**src/hw/rtl/hufc_pkg.sv**
```systemverilog
// Shared types and constants for the Huffman build/encode/decode unit.
`default_nettype none
package hufc_pkg;

    typedef enum logic [1:0] {
        MODE_LOAD   = 2'd0,
        MODE_ENCODE = 2'd1,
        MODE_DECODE = 2'd2,
        MODE_NONE   = 2'd3
    } mode_t;

    typedef enum logic [1:0] {
        KIND_BUILT  = 2'd0,
        KIND_CODE   = 2'd1,
        KIND_SYMBOL = 2'd2,
        KIND_REJECT = 2'd3
    } kind_t;

    typedef enum logic [2:0] {
        OP_LOAD   = 3'd0,
        OP_BUILD  = 3'd1,
        OP_ENCODE = 3'd2,
        OP_DECODE = 3'd3,
        OP_REJECT = 3'd4
    } op_t;

    localparam int SYM_W    = 5;
    localparam int WEIGHT_W = 16;
    localparam int COUNT_W  = 6;
    localparam int NWT_W    = 21;
    localparam int CODE_W   = 31;
    localparam int LEN_W    = 5;
    localparam logic [COUNT_W-1:0] COUNT_RESET = 6'd6;

    // classified command passed from front to back
    typedef struct packed {
        op_t                 op;
        logic [SYM_W-1:0]    sym;
        logic [WEIGHT_W-1:0] weight;
        logic                code_bit;
        logic [COUNT_W-1:0]  n;
    } cmd_t;

endpackage
`default_nettype wire

```
**src/hw/rtl/hufc_ram.sv**
```systemverilog
// Generic single-write, single-read RAM with registered read data.
`default_nettype none
module hufc_ram #(
    parameter int WIDTH = 8,
    parameter int DEPTH = 64
) (
    input  wire logic                     aclk,
    input  wire logic                     we,
    input  wire logic [$clog2(DEPTH)-1:0] waddr,
    input  wire logic [WIDTH-1:0]         wdata,
    input  wire logic [$clog2(DEPTH)-1:0] raddr,
    output logic      [WIDTH-1:0]         rdata
);
    logic [WIDTH-1:0] mem [DEPTH];

    always_ff @(posedge aclk) begin
        if (we) begin
            mem[waddr] <= wdata;
        end
        rdata <= mem[raddr];
    end
endmodule
`default_nettype wire

```
**src/hw/rtl/hufc_front.sv**
```systemverilog
// Front end: accepts input transfers, classifies them and queues commands.
`default_nettype none
module hufc_front #(
    parameter int MAX_SYMBOLS = 32
) (
    input  wire logic                         aclk,
    input  wire logic                         aresetn,
    input  wire logic                         s_tvalid,
    output logic                              s_tready,
    input  wire logic [23:0]                  s_tdata,
    input  wire logic [1:0]                   s_tuser,
    input  wire logic                         s_tlast,
    input  wire logic [hufc_pkg::COUNT_W-1:0] symbol_count,
    output logic                              q_valid,
    input  wire logic                         q_ready,
    output hufc_pkg::cmd_t                    q_cmd
);
    localparam int DEPTH = 2;

    hufc_pkg::cmd_t                          fifo_reg [DEPTH];
    logic                                    wr_ptr_reg, wr_ptr_next;
    logic                                    rd_ptr_reg, rd_ptr_next;
    logic [1:0]                              count_reg, count_next;
    logic [hufc_pkg::COUNT_W-1:0]            n_act;
    logic [hufc_pkg::SYM_W-1:0]              sym;
    hufc_pkg::mode_t                         mode;
    hufc_pkg::cmd_t                          cmd_in;
    logic                                    push, pop;

    assign sym  = s_tdata[4:0];
    assign mode = hufc_pkg::mode_t'(s_tuser);

    always_comb begin
        if (symbol_count < hufc_pkg::COUNT_W'(2)) begin
            n_act = hufc_pkg::COUNT_W'(2);
        end else if (symbol_count > hufc_pkg::COUNT_W'(MAX_SYMBOLS)) begin
            n_act = hufc_pkg::COUNT_W'(MAX_SYMBOLS);
        end else begin
            n_act = symbol_count;
        end
    end

    always_comb begin
        cmd_in.sym      = sym;
        cmd_in.weight   = s_tdata[20:5];
        cmd_in.code_bit = s_tdata[21];
        cmd_in.n        = n_act;
        case (mode)
            hufc_pkg::MODE_LOAD: begin
                if ({1'b0, sym} >= n_act) begin
                    cmd_in.op = hufc_pkg::OP_REJECT;
                end else if (s_tlast) begin
                    cmd_in.op = hufc_pkg::OP_BUILD;
                end else begin
                    cmd_in.op = hufc_pkg::OP_LOAD;
                end
            end
            hufc_pkg::MODE_ENCODE: cmd_in.op = hufc_pkg::OP_ENCODE;
            hufc_pkg::MODE_DECODE: cmd_in.op = hufc_pkg::OP_DECODE;
            default:               cmd_in.op = hufc_pkg::OP_REJECT;
        endcase
    end

    assign s_tready = (count_reg != 2'(DEPTH));
    assign q_valid  = (count_reg != 2'd0);
    assign q_cmd    = fifo_reg[rd_ptr_reg];
    assign push     = s_tvalid && s_tready;
    assign pop      = q_valid && q_ready;

    always_comb begin
        wr_ptr_next = push ? ~wr_ptr_reg : wr_ptr_reg;
        rd_ptr_next = pop ? ~rd_ptr_reg : rd_ptr_reg;
        count_next  = count_reg + 2'(push) - 2'(pop);
    end

    always_ff @(posedge aclk) begin
        if (!aresetn) begin
            wr_ptr_reg <= 1'b0;
            rd_ptr_reg <= 1'b0;
            count_reg  <= 2'd0;
        end else begin
            wr_ptr_reg <= wr_ptr_next;
            rd_ptr_reg <= rd_ptr_next;
            count_reg  <= count_next;
        end
    end

    always_ff @(posedge aclk) begin
        if (push) begin
            fifo_reg[wr_ptr_reg] <= cmd_in;
        end
    end

    a_count_bound: assert property (@(posedge aclk) disable iff (!aresetn)
        count_reg <= 2'(DEPTH))
        else $error("queue count above depth");
    a_full_no_push: assert property (@(posedge aclk) disable iff (!aresetn)
        (count_reg == 2'(DEPTH) && !pop) |=> (count_reg == 2'(DEPTH)))
        else $error("full queue changed without a pop");
endmodule
`default_nettype wire

```
**src/hw/rtl/hufc_back.sv**
```systemverilog
// Back end: tree build, encode walk and decode step over the node RAMs.
`default_nettype none
module hufc_back #(
    parameter int MAX_SYMBOLS = 32
) (
    input  wire logic           aclk,
    input  wire logic           aresetn,
    input  wire logic           q_valid,
    output logic                q_ready,
    input  wire hufc_pkg::cmd_t q_cmd,
    output logic                m_tvalid,
    input  wire logic           m_tready,
    output logic [63:0]         m_tdata,
    output logic [1:0]          m_tuser
);
    localparam int NODES  = 2 * MAX_SYMBOLS - 1;
    localparam int NODE_W = $clog2(NODES);
    localparam logic [NODE_W-1:0] NONE = '1;
    localparam int WS_W = hufc_pkg::NWT_W + 1;
    localparam logic [WS_W-1:0] BIG = {1'b1, {hufc_pkg::NWT_W{1'b0}}};

    typedef enum logic [11:0] {
        ST_IDLE  = 12'b0000_0000_0001,
        ST_INIT  = 12'b0000_0000_0010,
        ST_SCAN  = 12'b0000_0000_0100,
        ST_MW1   = 12'b0000_0000_1000,
        ST_MW2   = 12'b0000_0001_0000,
        ST_EPAR  = 12'b0000_0010_0000,
        ST_EPCHK = 12'b0000_0100_0000,
        ST_ELCHK = 12'b0000_1000_0000,
        ST_DRD   = 12'b0001_0000_0000,
        ST_DCHK  = 12'b0010_0000_0000,
        ST_DLEAF = 12'b0100_0000_0000,
        ST_EMIT  = 12'b1000_0000_0000
    } state_t;

    state_t                           state_reg, state_next;
    logic [NODE_W-1:0]                i_reg, i_next, j_reg, j_next, jd_reg, jd_next;
    logic                             ev_reg, ev_next;
    logic [WS_W-1:0]                  w1_reg, w1_next, w2_reg, w2_next;
    logic [NODE_W-1:0]                a_reg, a_next, b_reg, b_next;
    logic [hufc_pkg::COUNT_W-1:0]     n_reg, n_next, built_reg, built_next;
    logic                             ready_reg, ready_next;
    logic [NODE_W-1:0]                pos_reg, pos_next, c_reg, c_next, p_reg, p_next;
    logic                             bit_reg, bit_next;
    logic [hufc_pkg::CODE_W-1:0]      code_reg, code_next;
    logic [hufc_pkg::LEN_W-1:0]       len_reg, len_next;
    logic                             has_reg, has_next;
    hufc_pkg::kind_t                  kind_reg, kind_next;
    logic [hufc_pkg::SYM_W-1:0]       sym_reg, sym_next;
    logic [hufc_pkg::NWT_W-1:0]       tot_reg, tot_next;
    logic                             mval_reg, mval_next;
    logic [63:0]                      mdata_reg, mdata_next;
    logic [1:0]                       muser_reg, muser_next;

    logic                             wt_we, par_we, lft_we, rgt_we;
    logic [NODE_W-1:0]                wt_wa, par_wa, lft_wa, rgt_wa;
    logic [NODE_W-1:0]                par_wd, lft_wd, rgt_wd;
    logic [hufc_pkg::NWT_W-1:0]       wt_wd;
    logic [NODE_W-1:0]                wt_ra, par_ra, lft_ra, rgt_ra;
    logic [hufc_pkg::NWT_W-1:0]       wt_rd;
    logic [NODE_W-1:0]                par_rd, lft_rd, rgt_rd;

    logic [NODE_W-1:0]                root_build, root_built, dstep;
    logic [hufc_pkg::NWT_W-1:0]       sum;
    logic                             out_free;

    assign root_build = NODE_W'({n_reg, 1'b0}) - NODE_W'(2);
    assign root_built = NODE_W'({built_reg, 1'b0}) - NODE_W'(2);
    assign sum        = w1_reg[hufc_pkg::NWT_W-1:0] + w2_reg[hufc_pkg::NWT_W-1:0];
    assign dstep      = bit_reg ? rgt_rd : lft_rd;
    assign out_free   = !mval_reg || m_tready;
    assign q_ready    = (state_reg == ST_IDLE);

    hufc_ram #(.WIDTH(hufc_pkg::NWT_W), .DEPTH(NODES)) u_weight (
        .aclk(aclk), .we(wt_we), .waddr(wt_wa), .wdata(wt_wd),
        .raddr(wt_ra), .rdata(wt_rd));
    hufc_ram #(.WIDTH(NODE_W), .DEPTH(NODES)) u_parent (
        .aclk(aclk), .we(par_we), .waddr(par_wa), .wdata(par_wd),
        .raddr(par_ra), .rdata(par_rd));
    hufc_ram #(.WIDTH(NODE_W), .DEPTH(NODES)) u_left (
        .aclk(aclk), .we(lft_we), .waddr(lft_wa), .wdata(lft_wd),
        .raddr(lft_ra), .rdata(lft_rd));
    hufc_ram #(.WIDTH(NODE_W), .DEPTH(NODES)) u_right (
        .aclk(aclk), .we(rgt_we), .waddr(rgt_wa), .wdata(rgt_wd),
        .raddr(rgt_ra), .rdata(rgt_rd));

    // read address selection
    always_comb begin
        wt_ra  = j_reg;
        par_ra = j_reg;
        lft_ra = pos_reg;
        rgt_ra = pos_reg;
        case (state_reg)
            ST_EPAR:  par_ra = c_reg;
            ST_ELCHK: par_ra = p_reg;
            ST_EPCHK: lft_ra = par_rd;
            ST_DCHK:  lft_ra = dstep;
            default:  ;
        endcase
    end

    // write port selection
    always_comb begin
        wt_we  = 1'b0;  wt_wa  = i_reg;  wt_wd  = sum;
        par_we = 1'b0;  par_wa = i_reg;  par_wd = NONE;
        lft_we = 1'b0;  lft_wa = i_reg;  lft_wd = NONE;
        rgt_we = 1'b0;  rgt_wa = i_reg;  rgt_wd = NONE;
        case (state_reg)
            ST_IDLE: begin
                if (q_valid && (q_cmd.op == hufc_pkg::OP_LOAD ||
                                q_cmd.op == hufc_pkg::OP_BUILD)) begin
                    wt_we = 1'b1;
                    wt_wa = NODE_W'(q_cmd.sym);
                    wt_wd = hufc_pkg::NWT_W'(q_cmd.weight);
                end
            end
            ST_INIT: begin
                par_we = 1'b1;
                lft_we = 1'b1;
                rgt_we = 1'b1;
            end
            ST_MW1: begin
                wt_we  = 1'b1;
                lft_we = 1'b1;  lft_wd = a_reg;
                rgt_we = 1'b1;  rgt_wd = b_reg;
                par_we = 1'b1;  par_wa = a_reg;  par_wd = i_reg;
            end
            ST_MW2: begin
                par_we = 1'b1;  par_wa = b_reg;  par_wd = i_reg;
            end
            default: ;
        endcase
    end

    always_comb begin
        state_next = state_reg;
        i_next = i_reg;  j_next = j_reg;  jd_next = jd_reg;  ev_next = ev_reg;
        w1_next = w1_reg;  w2_next = w2_reg;  a_next = a_reg;  b_next = b_reg;
        n_next = n_reg;  built_next = built_reg;  ready_next = ready_reg;
        pos_next = pos_reg;  c_next = c_reg;  p_next = p_reg;  bit_next = bit_reg;
        code_next = code_reg;  len_next = len_reg;
        has_next = has_reg;  kind_next = kind_reg;  sym_next = sym_reg;
        tot_next = tot_reg;
        mval_next = mval_reg;  mdata_next = mdata_reg;  muser_next = muser_reg;

        if (mval_reg && m_tready) begin
            mval_next = 1'b0;
        end

        case (state_reg)
            ST_IDLE: begin
                if (q_valid) begin
                    has_next  = 1'b0;
                    kind_next = hufc_pkg::KIND_REJECT;
                    sym_next  = '0;
                    tot_next  = '0;
                    code_next = '0;
                    len_next  = '0;
                    bit_next  = q_cmd.code_bit;
                    c_next    = NODE_W'(q_cmd.sym);
                    state_next = ST_EMIT;
                    case (q_cmd.op)
                        hufc_pkg::OP_LOAD: ready_next = 1'b0;
                        hufc_pkg::OP_BUILD: begin
                            ready_next = 1'b0;
                            n_next     = q_cmd.n;
                            i_next     = '0;
                            state_next = ST_INIT;
                        end
                        hufc_pkg::OP_ENCODE: begin
                            if (!ready_reg || {1'b0, q_cmd.sym} >= built_reg) begin
                                has_next = 1'b1;
                            end else begin
                                sym_next   = q_cmd.sym;
                                state_next = ST_EPAR;
                            end
                        end
                        hufc_pkg::OP_DECODE: begin
                            if (!ready_reg) begin
                                has_next = 1'b1;
                            end else begin
                                state_next = ST_DRD;
                            end
                        end
                        default: has_next = 1'b1;
                    endcase
                end
            end
            ST_INIT: begin
                if (i_reg == root_build) begin
                    i_next  = NODE_W'(n_reg);
                    j_next  = '0;
                    ev_next = 1'b0;
                    w1_next = BIG;  w2_next = BIG;
                    a_next  = '0;   b_next  = '0;
                    state_next = ST_SCAN;
                end else begin
                    i_next = i_reg + NODE_W'(1);
                end
            end
            ST_SCAN: begin
                // evaluate the entry read last cycle, issue the next read
                if (ev_reg && par_rd == NONE) begin
                    if ({1'b0, wt_rd} < w1_reg) begin
                        w2_next = w1_reg;  b_next = a_reg;
                        w1_next = {1'b0, wt_rd};  a_next = jd_reg;
                    end else if ({1'b0, wt_rd} < w2_reg) begin
                        w2_next = {1'b0, wt_rd};  b_next = jd_reg;
                    end
                end
                if (j_reg < i_reg) begin
                    jd_next = j_reg;
                    j_next  = j_reg + NODE_W'(1);
                    ev_next = 1'b1;
                end else begin
                    ev_next = 1'b0;
                    if (!ev_reg) begin
                        state_next = ST_MW1;
                    end
                end
            end
            ST_MW1: begin
                tot_next   = sum;
                state_next = ST_MW2;
            end
            ST_MW2: begin
                if (i_reg == root_build) begin
                    built_next = n_reg;
                    pos_next   = root_build;
                    ready_next = 1'b1;
                    has_next   = 1'b1;
                    kind_next  = hufc_pkg::KIND_BUILT;
                    state_next = ST_EMIT;
                end else begin
                    i_next  = i_reg + NODE_W'(1);
                    j_next  = '0;
                    ev_next = 1'b0;
                    w1_next = BIG;  w2_next = BIG;
                    a_next  = '0;   b_next  = '0;
                    state_next = ST_SCAN;
                end
            end
            ST_EPAR: state_next = ST_EPCHK;
            ST_EPCHK: begin
                if (par_rd == NONE) begin
                    has_next   = 1'b1;
                    kind_next  = hufc_pkg::KIND_CODE;
                    state_next = ST_EMIT;
                end else begin
                    p_next     = par_rd;
                    state_next = ST_ELCHK;
                end
            end
            ST_ELCHK: begin
                if (lft_rd != c_reg && len_reg < hufc_pkg::LEN_W'(31)) begin
                    code_next = code_reg | (hufc_pkg::CODE_W'(1) << len_reg);
                end
                len_next   = len_reg + hufc_pkg::LEN_W'(1);
                c_next     = p_reg;
                state_next = ST_EPCHK;
            end
            ST_DRD: state_next = ST_DCHK;
            ST_DCHK: begin
                if (dstep == NONE) begin
                    // missing child: back to the root, item rejected
                    pos_next   = root_built;
                    has_next   = 1'b1;
                    state_next = ST_EMIT;
                end else begin
                    p_next     = dstep;
                    state_next = ST_DLEAF;
                end
            end
            ST_DLEAF: begin
                if (lft_rd == NONE) begin
                    pos_next  = root_built;
                    has_next  = 1'b1;
                    kind_next = hufc_pkg::KIND_SYMBOL;
                    sym_next  = hufc_pkg::SYM_W'(p_reg);
                end else begin
                    pos_next = p_reg;
                end
                state_next = ST_EMIT;
            end
            ST_EMIT: begin
                if (!has_reg) begin
                    state_next = ST_IDLE;
                end else if (out_free) begin
                    mval_next  = 1'b1;
                    muser_next = kind_reg;
                    mdata_next = {2'b00, tot_reg, len_reg, code_reg, sym_reg};
                    state_next = ST_IDLE;
                end
            end
            default: state_next = ST_IDLE;
        endcase
    end

    always_ff @(posedge aclk) begin
        if (!aresetn) begin
            state_reg <= ST_IDLE;
            ready_reg <= 1'b0;
            pos_reg   <= '0;
            built_reg <= '0;
            mval_reg  <= 1'b0;
            has_reg   <= 1'b0;
        end else begin
            state_reg <= state_next;
            ready_reg <= ready_next;
            pos_reg   <= pos_next;
            built_reg <= built_next;
            mval_reg  <= mval_next;
            has_reg   <= has_next;
        end
    end

    always_ff @(posedge aclk) begin
        i_reg <= i_next;  j_reg <= j_next;  jd_reg <= jd_next;  ev_reg <= ev_next;
        w1_reg <= w1_next;  w2_reg <= w2_next;  a_reg <= a_next;  b_reg <= b_next;
        n_reg <= n_next;  c_reg <= c_next;  p_reg <= p_next;  bit_reg <= bit_next;
        code_reg <= code_next;  len_reg <= len_next;
        kind_reg <= kind_next;  sym_reg <= sym_next;  tot_reg <= tot_next;
        mdata_reg <= mdata_next;  muser_reg <= muser_next;
    end

    assign m_tvalid = mval_reg;
    assign m_tdata  = mdata_reg;
    assign m_tuser  = muser_reg;

    a_merge_distinct: assert property (@(posedge aclk) disable iff (!aresetn)
        (state_reg == ST_MW1) |-> (a_reg != b_reg && w1_reg <= w2_reg))
        else $error("merge picked the same node or unordered pair");
    a_pos_in_tree: assert property (@(posedge aclk) disable iff (!aresetn)
        ready_reg |-> (pos_reg <= root_built))
        else $error("decode position outside built tree");
    a_no_emit_busy: assert property (@(posedge aclk) disable iff (!aresetn)
        (state_reg == ST_EMIT && has_reg && !out_free) |=> (state_reg == ST_EMIT))
        else $error("result dropped while output held");
endmodule
`default_nettype wire

```
**src/hw/rtl/huffman_tree_build_encode_decode_unit.sv**
```systemverilog
// Top level: APB register, front classifier/queue and back executor.
// Build time is dominated by the one-entry-per-cycle scan of the node RAMs for each merge.
// Encode walks the parent/left RAMs from leaf to root; decode takes one tree step per item.
// One item is in the back end at a time; the two-entry queue and output register keep
// taking transfers while results wait.
// aresetn (synchronous) empties the queue, drops tree_ready, sets symbol_count to 6.
`default_nettype none
module huffman_tree_build_encode_decode_unit #(
    parameter int MAX_SYMBOLS = 32
) (
    input  wire logic        aclk,
    input  wire logic        aresetn,
    // input stream
    input  wire logic        s_tvalid,
    output logic             s_tready,
    input  wire logic [23:0] s_tdata,   // symbol[4:0], weight[20:5], code_bit[21], zero
    input  wire logic [1:0]  s_tuser,   // mode[1:0]
    input  wire logic        s_tlast,   // last_weight
    // result stream
    output logic             m_tvalid,
    input  wire logic        m_tready,
    output logic [63:0]      m_tdata,   // out_symbol[4:0], code_value[35:5],
                                        // code_length[40:36], total_weight[61:41], zero
    output logic [1:0]       m_tuser,   // kind[1:0]
    // configuration
    input  wire logic        psel,
    input  wire logic        penable,
    input  wire logic        pwrite,
    input  wire logic [2:0]  paddr,
    input  wire logic [31:0] pwdata,
    output logic [31:0]      prdata,
    output logic             pready
);
    logic [hufc_pkg::COUNT_W-1:0] symbol_count_reg, symbol_count_next;
    logic                         q_valid, q_ready;
    hufc_pkg::cmd_t               q_cmd;

    // symbol_count lives at byte address 0
    assign pready = 1'b1;
    assign prdata = (paddr == 3'd0) ? {26'd0, symbol_count_reg} : 32'd0;

    always_comb begin
        symbol_count_next = symbol_count_reg;
        if (psel && penable && pwrite && paddr == 3'd0) begin
            symbol_count_next = pwdata[hufc_pkg::COUNT_W-1:0];
        end
    end

    always_ff @(posedge aclk) begin
        if (!aresetn) begin
            symbol_count_reg <= hufc_pkg::COUNT_RESET;
        end else begin
            symbol_count_reg <= symbol_count_next;
        end
    end

    hufc_front #(.MAX_SYMBOLS(MAX_SYMBOLS)) u_front (
        .aclk(aclk), .aresetn(aresetn),
        .s_tvalid(s_tvalid), .s_tready(s_tready), .s_tdata(s_tdata),
        .s_tuser(s_tuser), .s_tlast(s_tlast),
        .symbol_count(symbol_count_reg),
        .q_valid(q_valid), .q_ready(q_ready), .q_cmd(q_cmd));

    hufc_back #(.MAX_SYMBOLS(MAX_SYMBOLS)) u_back (
        .aclk(aclk), .aresetn(aresetn),
        .q_valid(q_valid), .q_ready(q_ready), .q_cmd(q_cmd),
        .m_tvalid(m_tvalid), .m_tready(m_tready), .m_tdata(m_tdata),
        .m_tuser(m_tuser));
endmodule
`default_nettype wire
```
**config.mk**
```make
export PLATFORM = sky130hd
export DESIGN_NAME = huffman_tree_build_encode_decode_unit
export DESIGN_NICKNAME = d
export VERILOG_FILES = /design/src/hw/rtl/hufc_pkg.sv /design/src/hw/rtl/hufc_ram.sv /design/src/hw/rtl/hufc_front.sv /design/src/hw/rtl/hufc_back.sv /design/src/hw/rtl/huffman_tree_build_encode_decode_unit.sv
export SDC_FILE = /design/constraint.sdc
export NUM_CORES = 2
export LEC_CHECK = 0
export BUFFER_PORTS_ARGS = -buffer_cell sky130_fd_sc_hd__buf_2
export CORE_UTILIZATION = 55
export CTS_BUF_LIST = sky130_fd_sc_hd__clkbuf_8
export CTS_CLUSTER_DIAMETER = 50
export DETAILED_ROUTE_END_ITERATION = 10
export HOLD_SLACK_MARGIN = 0.1
export PLACE_DENSITY = 0.75
export SYNTH_ARGS = -nofsm -noshare
export SYNTH_HDL_FRONTEND = slang
export SYNTH_SLANG_ARGS = --single-unit
export TNS_END_PERCENT = 50
```
**constraint.sdc**
```tcl
create_clock -name aclk -period 11.45 [get_ports aclk]
set_input_delay 2.29 -clock aclk [delete_from_list [all_inputs] [get_ports aclk]]
set_output_delay 2.29 -clock aclk [all_outputs]
set_load 0.01 [all_outputs]
```
# Yosys cells after proc, flatten, opt, wreduce, memory -nomap -nowiden
# Memories as Yosys holds them, arrays and structs flattened. A register that Yosys moved wholly into a read port is not among the register bits.
# Index checks and enable logic that the tools add are counted.
dict set report classes {
  n_mux 115
  n_div 0
  shifts 1
  addsub 8
  reduce_logical 53
  n_lt_le_gt_ge 8
  n_bitwise 3
  mul 0
  n_eq_ne 42
}
# cell n
set op_table {}
lappend op_table {{$mux 6} 27}
lappend op_table {{$mux 22} 7}
lappend op_table {{$mux 12} 11}
lappend op_table {{$pmux 12 s11} 1}
lappend op_table {{$pmux 22 s3} 2}
lappend op_table {{$pmux 6 s3} 5}
lappend op_table {{$mux 21} 3}
lappend op_table {{$mux 31} 2}
lappend op_table {{$pmux 31 s2} 1}
lappend op_table {{$pmux 6 s2} 5}
lappend op_table {{$lt 21x22->1} 2}
lappend op_table {{$pmux 21 s2} 1}
lappend op_table {{$pmux 12 s3} 1}
lappend op_table {{$or 31x31->31} 1}
lappend op_table {{$shl 1x5->31 const A} 1}
lappend op_table {{$mux 1} 30}
lappend op_table {{$mux 5} 5}
lappend op_table {{$ne 2x1->1 const B} 11}
lappend op_table {{$add 21x21->21} 1}
lappend op_table {{$reduce_and 3->1} 7}
lappend op_table {{$pmux 5 s2} 2}
lappend op_table {{$reduce_and 5->1} 4}
lappend op_table {{$eq 6x6->1 const B} 3}
lappend op_table {{$ne 2x2->1 const B} 7}
lappend op_table {{52 further kinds} 90}
dict set report totals {
  latch_bits 0
  output_inout_bits 101
  reg_bits 259
  memories 5
  inputBits 69
  ramBits 2519
  elab_cells 264
  rom_bits 0
}
# memory words width read_ports rd_clocked_by_memory_dff wr line_no
set mem_list {}
lappend mem_list {u_back.u_weight.mem 63 21 1 1 1 hufc_ram.sv:14} ;# logic [WIDTH-1:0] mem [DEPTH];
lappend mem_list {u_back.u_left.mem 63 6 1 1 1 hufc_ram.sv:14}
lappend mem_list {u_back.u_parent.mem 63 6 1 1 1 hufc_ram.sv:14}
lappend mem_list {u_back.u_right.mem 63 6 1 1 1 hufc_ram.sv:14}
lappend mem_list {u_front.fifo_reg 2 31 1 1 1 hufc_front.sv:20} ;# hufc_pkg::cmd_t fifo_reg [DEPTH];

# Logic depth before layout (Yosys ltp)
dict set report logic_depth {
  ltp_word 7
  mapped_depth 15
}

# Hierarchy
# A second synthesis with hierarchy kept.
dict set report hier_totals {
  cells_unflattened 5966
  hier_area_um2 112526.7
}
# module seq_area_each_um2 area_each_um2 instances cells_each
set modules_own_cells {}
lappend modules_own_cells {{hufc_ram at u_back.u_weight} 40148.5 51181.6 1 2344}
lappend modules_own_cells {{hufc_ram at u_back.u_parent ...} 11471.0 15046.9 2 740}
lappend modules_own_cells {{hufc_ram at u_back.u_left} 11471.0 15025.7 1 733}
lappend modules_own_cells {hufc_back 7206.9 13025.0 1 1194}
lappend modules_own_cells {hufc_front 1961.9 2678.8 1 151}
lappend modules_own_cells {huffman_tree_build_encode_decode_unit 120.1 521.8 1 64}

# Least setup slack after synthesis
# Ideal clock, no wire load.
dict set report synth_timing {
  kind {input -> register}
  from {input m_tready}
  to {register u_back.mdata_reg[0], in the netlist u_back.m_tdata[0], enable pin}
  arrival_time_ns 5.204
  n_path_buf 0
  slack_ns 5.752
  t_required_ns 10.956
  cell_stages 2
  path_cell_list {nor2b_1 > nor2b_1}
}
dict set report synth_between {
  elab_chain_cells 2
}
# element line_no
set synth_rtl {}
lappend synth_rtl {{start: declaration} huffman_tree_build_encode_decode_unit.sv:21} ;# input wire logic m_tready,
lappend synth_rtl {{$logic_or 1x1->1} hufc_back.sv:72} ;# assign out_free = !mval_reg || m_tready;
lappend synth_rtl {{$reduce_and 3->1 (no line)} n/a}
lappend synth_rtl {{end signal: assignment} hufc_back.sv:324} ;# mdata_reg <= mdata_next; muser_reg <= muser_next;
lappend synth_rtl {{end: declaration} hufc_back.sv:53} ;# logic [63:0] mdata_reg, mdata_next;
# No other way between the ends.
# A chain may end at the register's enable or synchronous reset.

# Worst setup path in the final report
dict set report layout_timing {
  from {input paddr[1]}
  to {output prdata[3]}
}
dict set report layout_between {
  elab_chain_cells 2
}
# element line_no
set layout_rtl {}
lappend layout_rtl {{start: declaration} huffman_tree_build_encode_decode_unit.sv:29} ;# input wire logic [2:0] paddr,
lappend layout_rtl {{$logic_not 3->1} huffman_tree_build_encode_decode_unit.sv:40} ;# assign prdata = (paddr == 3'd0) ? {26'd0, symbol_count_reg} : 32'd0;
lappend layout_rtl {{$mux 6} huffman_tree_build_encode_decode_unit.sv:40}
lappend layout_rtl {{end: declaration} huffman_tree_build_encode_decode_unit.sv:31} ;# output logic [31:0] prdata,
# No other way between the ends.

==> results.toml <==
[outcome]
status = "finished clean"

[clock_tree]
root_buffer = "clkbuf_8"
cts.clk_slew.worst_paths_ps = 60
clk_latency_ps = 1100
clockBufferDepth = 4
cts_made_buffers = 431
clock_sinks = 2818
cts-resized-gates = 0
cts_tree = "built"
htreeDepth = 5
post-cts-setup-buffers = 0
postCtsHoldBufs = 0

[timing]
finalSetupViolations = 0
hold-worst-slack_ps = 397
final.min_clock_period_ps = 5550
max_freq_ghz = 0.180
relSlewSlack_pct = 7.46
setup-tns-final_ps = 0
worst_pin_slew_ps = 1380
final.setup_skew_ps = 79.7
rsz0062_at_grt = "no"
hold_viol_final = 0
fin_crit_sh_pct = 48.5
fin_ws_ps = 5900
slew_viol_final = 0

[power_and_ir_drop]
p_int_uw = 15700
clockPowerShare_pct = 37.1
p_comb_share_pct = 4.6
switchingPower_uw = 4530
power_density_nw_per_um2 = 162
swShare_pct = 22.4
leakagePower_uw = 0.0455
seq_power_share_pct = 58.3
peakVddDrop_v = 0.000125

[worst_setup_path]
start_kind = "primary input"
cp_max_fo = 7
critPathKind = "primary input to output pin"
crit_required_ps = 9160
crit_arrival_ps = 3260
rr_startpoint = "u_back.state_reg[4]"
end_kind = "output pin"
crit_start = "paddr[1]"

[job]
timing.max_cap.violations = 0

[detailed_routing]
drc = 0
drt-total-wl_um = 261000
vias = 59400
firstDrtPassIters = 6
wire_per_inst_um = 27.4
ant_nets = 0
drt_iter0_markers = 7243
via_per_inst = 6.23

[layout]
syn2layout_area_growth_pct = 10.7
fin_nets = 6690
largest-register = "u_back.u_weight.mem"
largest_reg_flops = 1323
layout-drive-gt1-share_pct = 22.1

[synthesis]
syn_area_sq_um = 112000
synth_edf_count = 2741
synthTopCellsByCount = "edfxtp_1, mux4_2, nand2_1"
yosysTopAreaCell = "edfxtp_1"
synthFlopType = "edfxtp_1"
async_flop_share_pct = 0
synth.area.top_cells = "edfxtp_1, mux4_2, mux2i_1"
synth_top_area_share_pct = 73.2
ys_types = 80
ys_seq_area_share_pct = 74.6
netlist_instances = 6122
synth.most_common_cell = "edfxtp_1"
avgSynthCellArea_sq_um = 18.4
ys_warn_count = 0
ys_ff_latch = 2818

[placed_design]
gp_congestion = 0.906
dpl_worst_slack_ps = 5920
post-dp-hpwl_um = 156000
port_buffers = 112

[global_routing]
grt_pass1_wl_um = 382000
track_usage_pct = 25.3
grt_max_degree = 121
gr-total-overflow = 0
antenna_found_initial = 10
grt_pass1_vias = 58900

[hold_path]
worstHoldStart = "u_back.sym_reg[2]"
hp-class = "flip-flop to flip-flop"

[die]
core_area_sq_um = 203000
initial_core_util_pct = 55.5
placementRows = 165
dieArea_sq_um = 206000
die_x_um = 454
ioPinCount = 170
die_height_um = 454
## worst max-delay path, cell delays in order
cell and delay (ps):
buf_2 100, nor3_1 520, and2_1 230, buf_2 130
## power groups by stage
stage	Clock, uW	Sequential, uW	Combinational (uW)
2_1_floorplan	0	12000	524
3_3_place_gp	0	12000	876
3_5_place_dp	0	12000	919
4_1_cts	7600	11800	921
5_1_grt	8040	11800	995
6_report	7500	11800	927
## cell usage in the layout (no fill, tap or decap), drive strengths merged, types with 22 or more instances in the layout
cell       n
nor2     360
or2       22
nand4     74
mux2i    310
buf      290
nand3    125
clkbuf   450
edfxtp  2741
o22ai     31
and2      27
a21o      27
clkinv   136
xnor2     34
nand2b    22
a21oi    112
diode     23
mux2      82
a221oi    23
conb      29
o21ai    106
a31oi     62
mux4     538
nor2b     33
inv      265
ha        88
dfxtp     77
nand2    507
nor3      34
## through the flow
step	cells	util, %	total power, uW	area, sq um
global placement	8771	57.6	12900	117000
finish	9545	61.4	20200	124000
detailed placement	8771	57.6	12900	117000
global route	9535	61.4	20800	124000
floorplan	6149	-	12500	113000
CTS	9522	61.4	20300	124000
## final cells by class
| cell class | instances | area, sq um |
|---|---|---|
| flip-flops and latches | 2818 | 83900 |
| fillers | 13900 | 78300 |
| inverters | 114 | 428 |
| diodes | 23 | 57.6 |
| well taps | 2672 | 3340 |
| repair buffers | 290 | 1930 |
| clock buffers | 450 | 6190 |
| clock inverters | 301 | 1430 |
| multi-input cells | 2877 | 27200 |
## cells by family after synthesis
family                     count (synthesis)  share of synthesized area [%]
DFF                                     2818                           74.6
and+or+nand+nor                         1294                           5.20
muxes                                    930                           14.4
AOI/OAI and AO/OA                        484                           2.76
buffers and inverters                    454                           1.73
adders and majority gates                 89                          0.997
xor gates and xnor gates                  51                          0.397
other                                      2                        0.00668
## final timing paths
path,endpoint,slack [ps],depth (start not counted)
max,prdata[3],5900,4
min reg2reg,u_back.m_tdata[2],400,0
max reg2reg,u_back.u_right.mem[53][0],6120,7
min,u_back.m_tdata[2],400,0
## per-layer routing
layer	vias to the layer above	wire, um	share of wire (%)	global-route usage, %
li1	25200	-	-	-
met1	30600	98700	38	33.9
met2	3051	131000	50	41.6
met3	528	23000	8.8	4.50
met4	2	9220	3.5	9.40
met5	-	13	0.0050	0
Power figures use the tool's default switching activity.
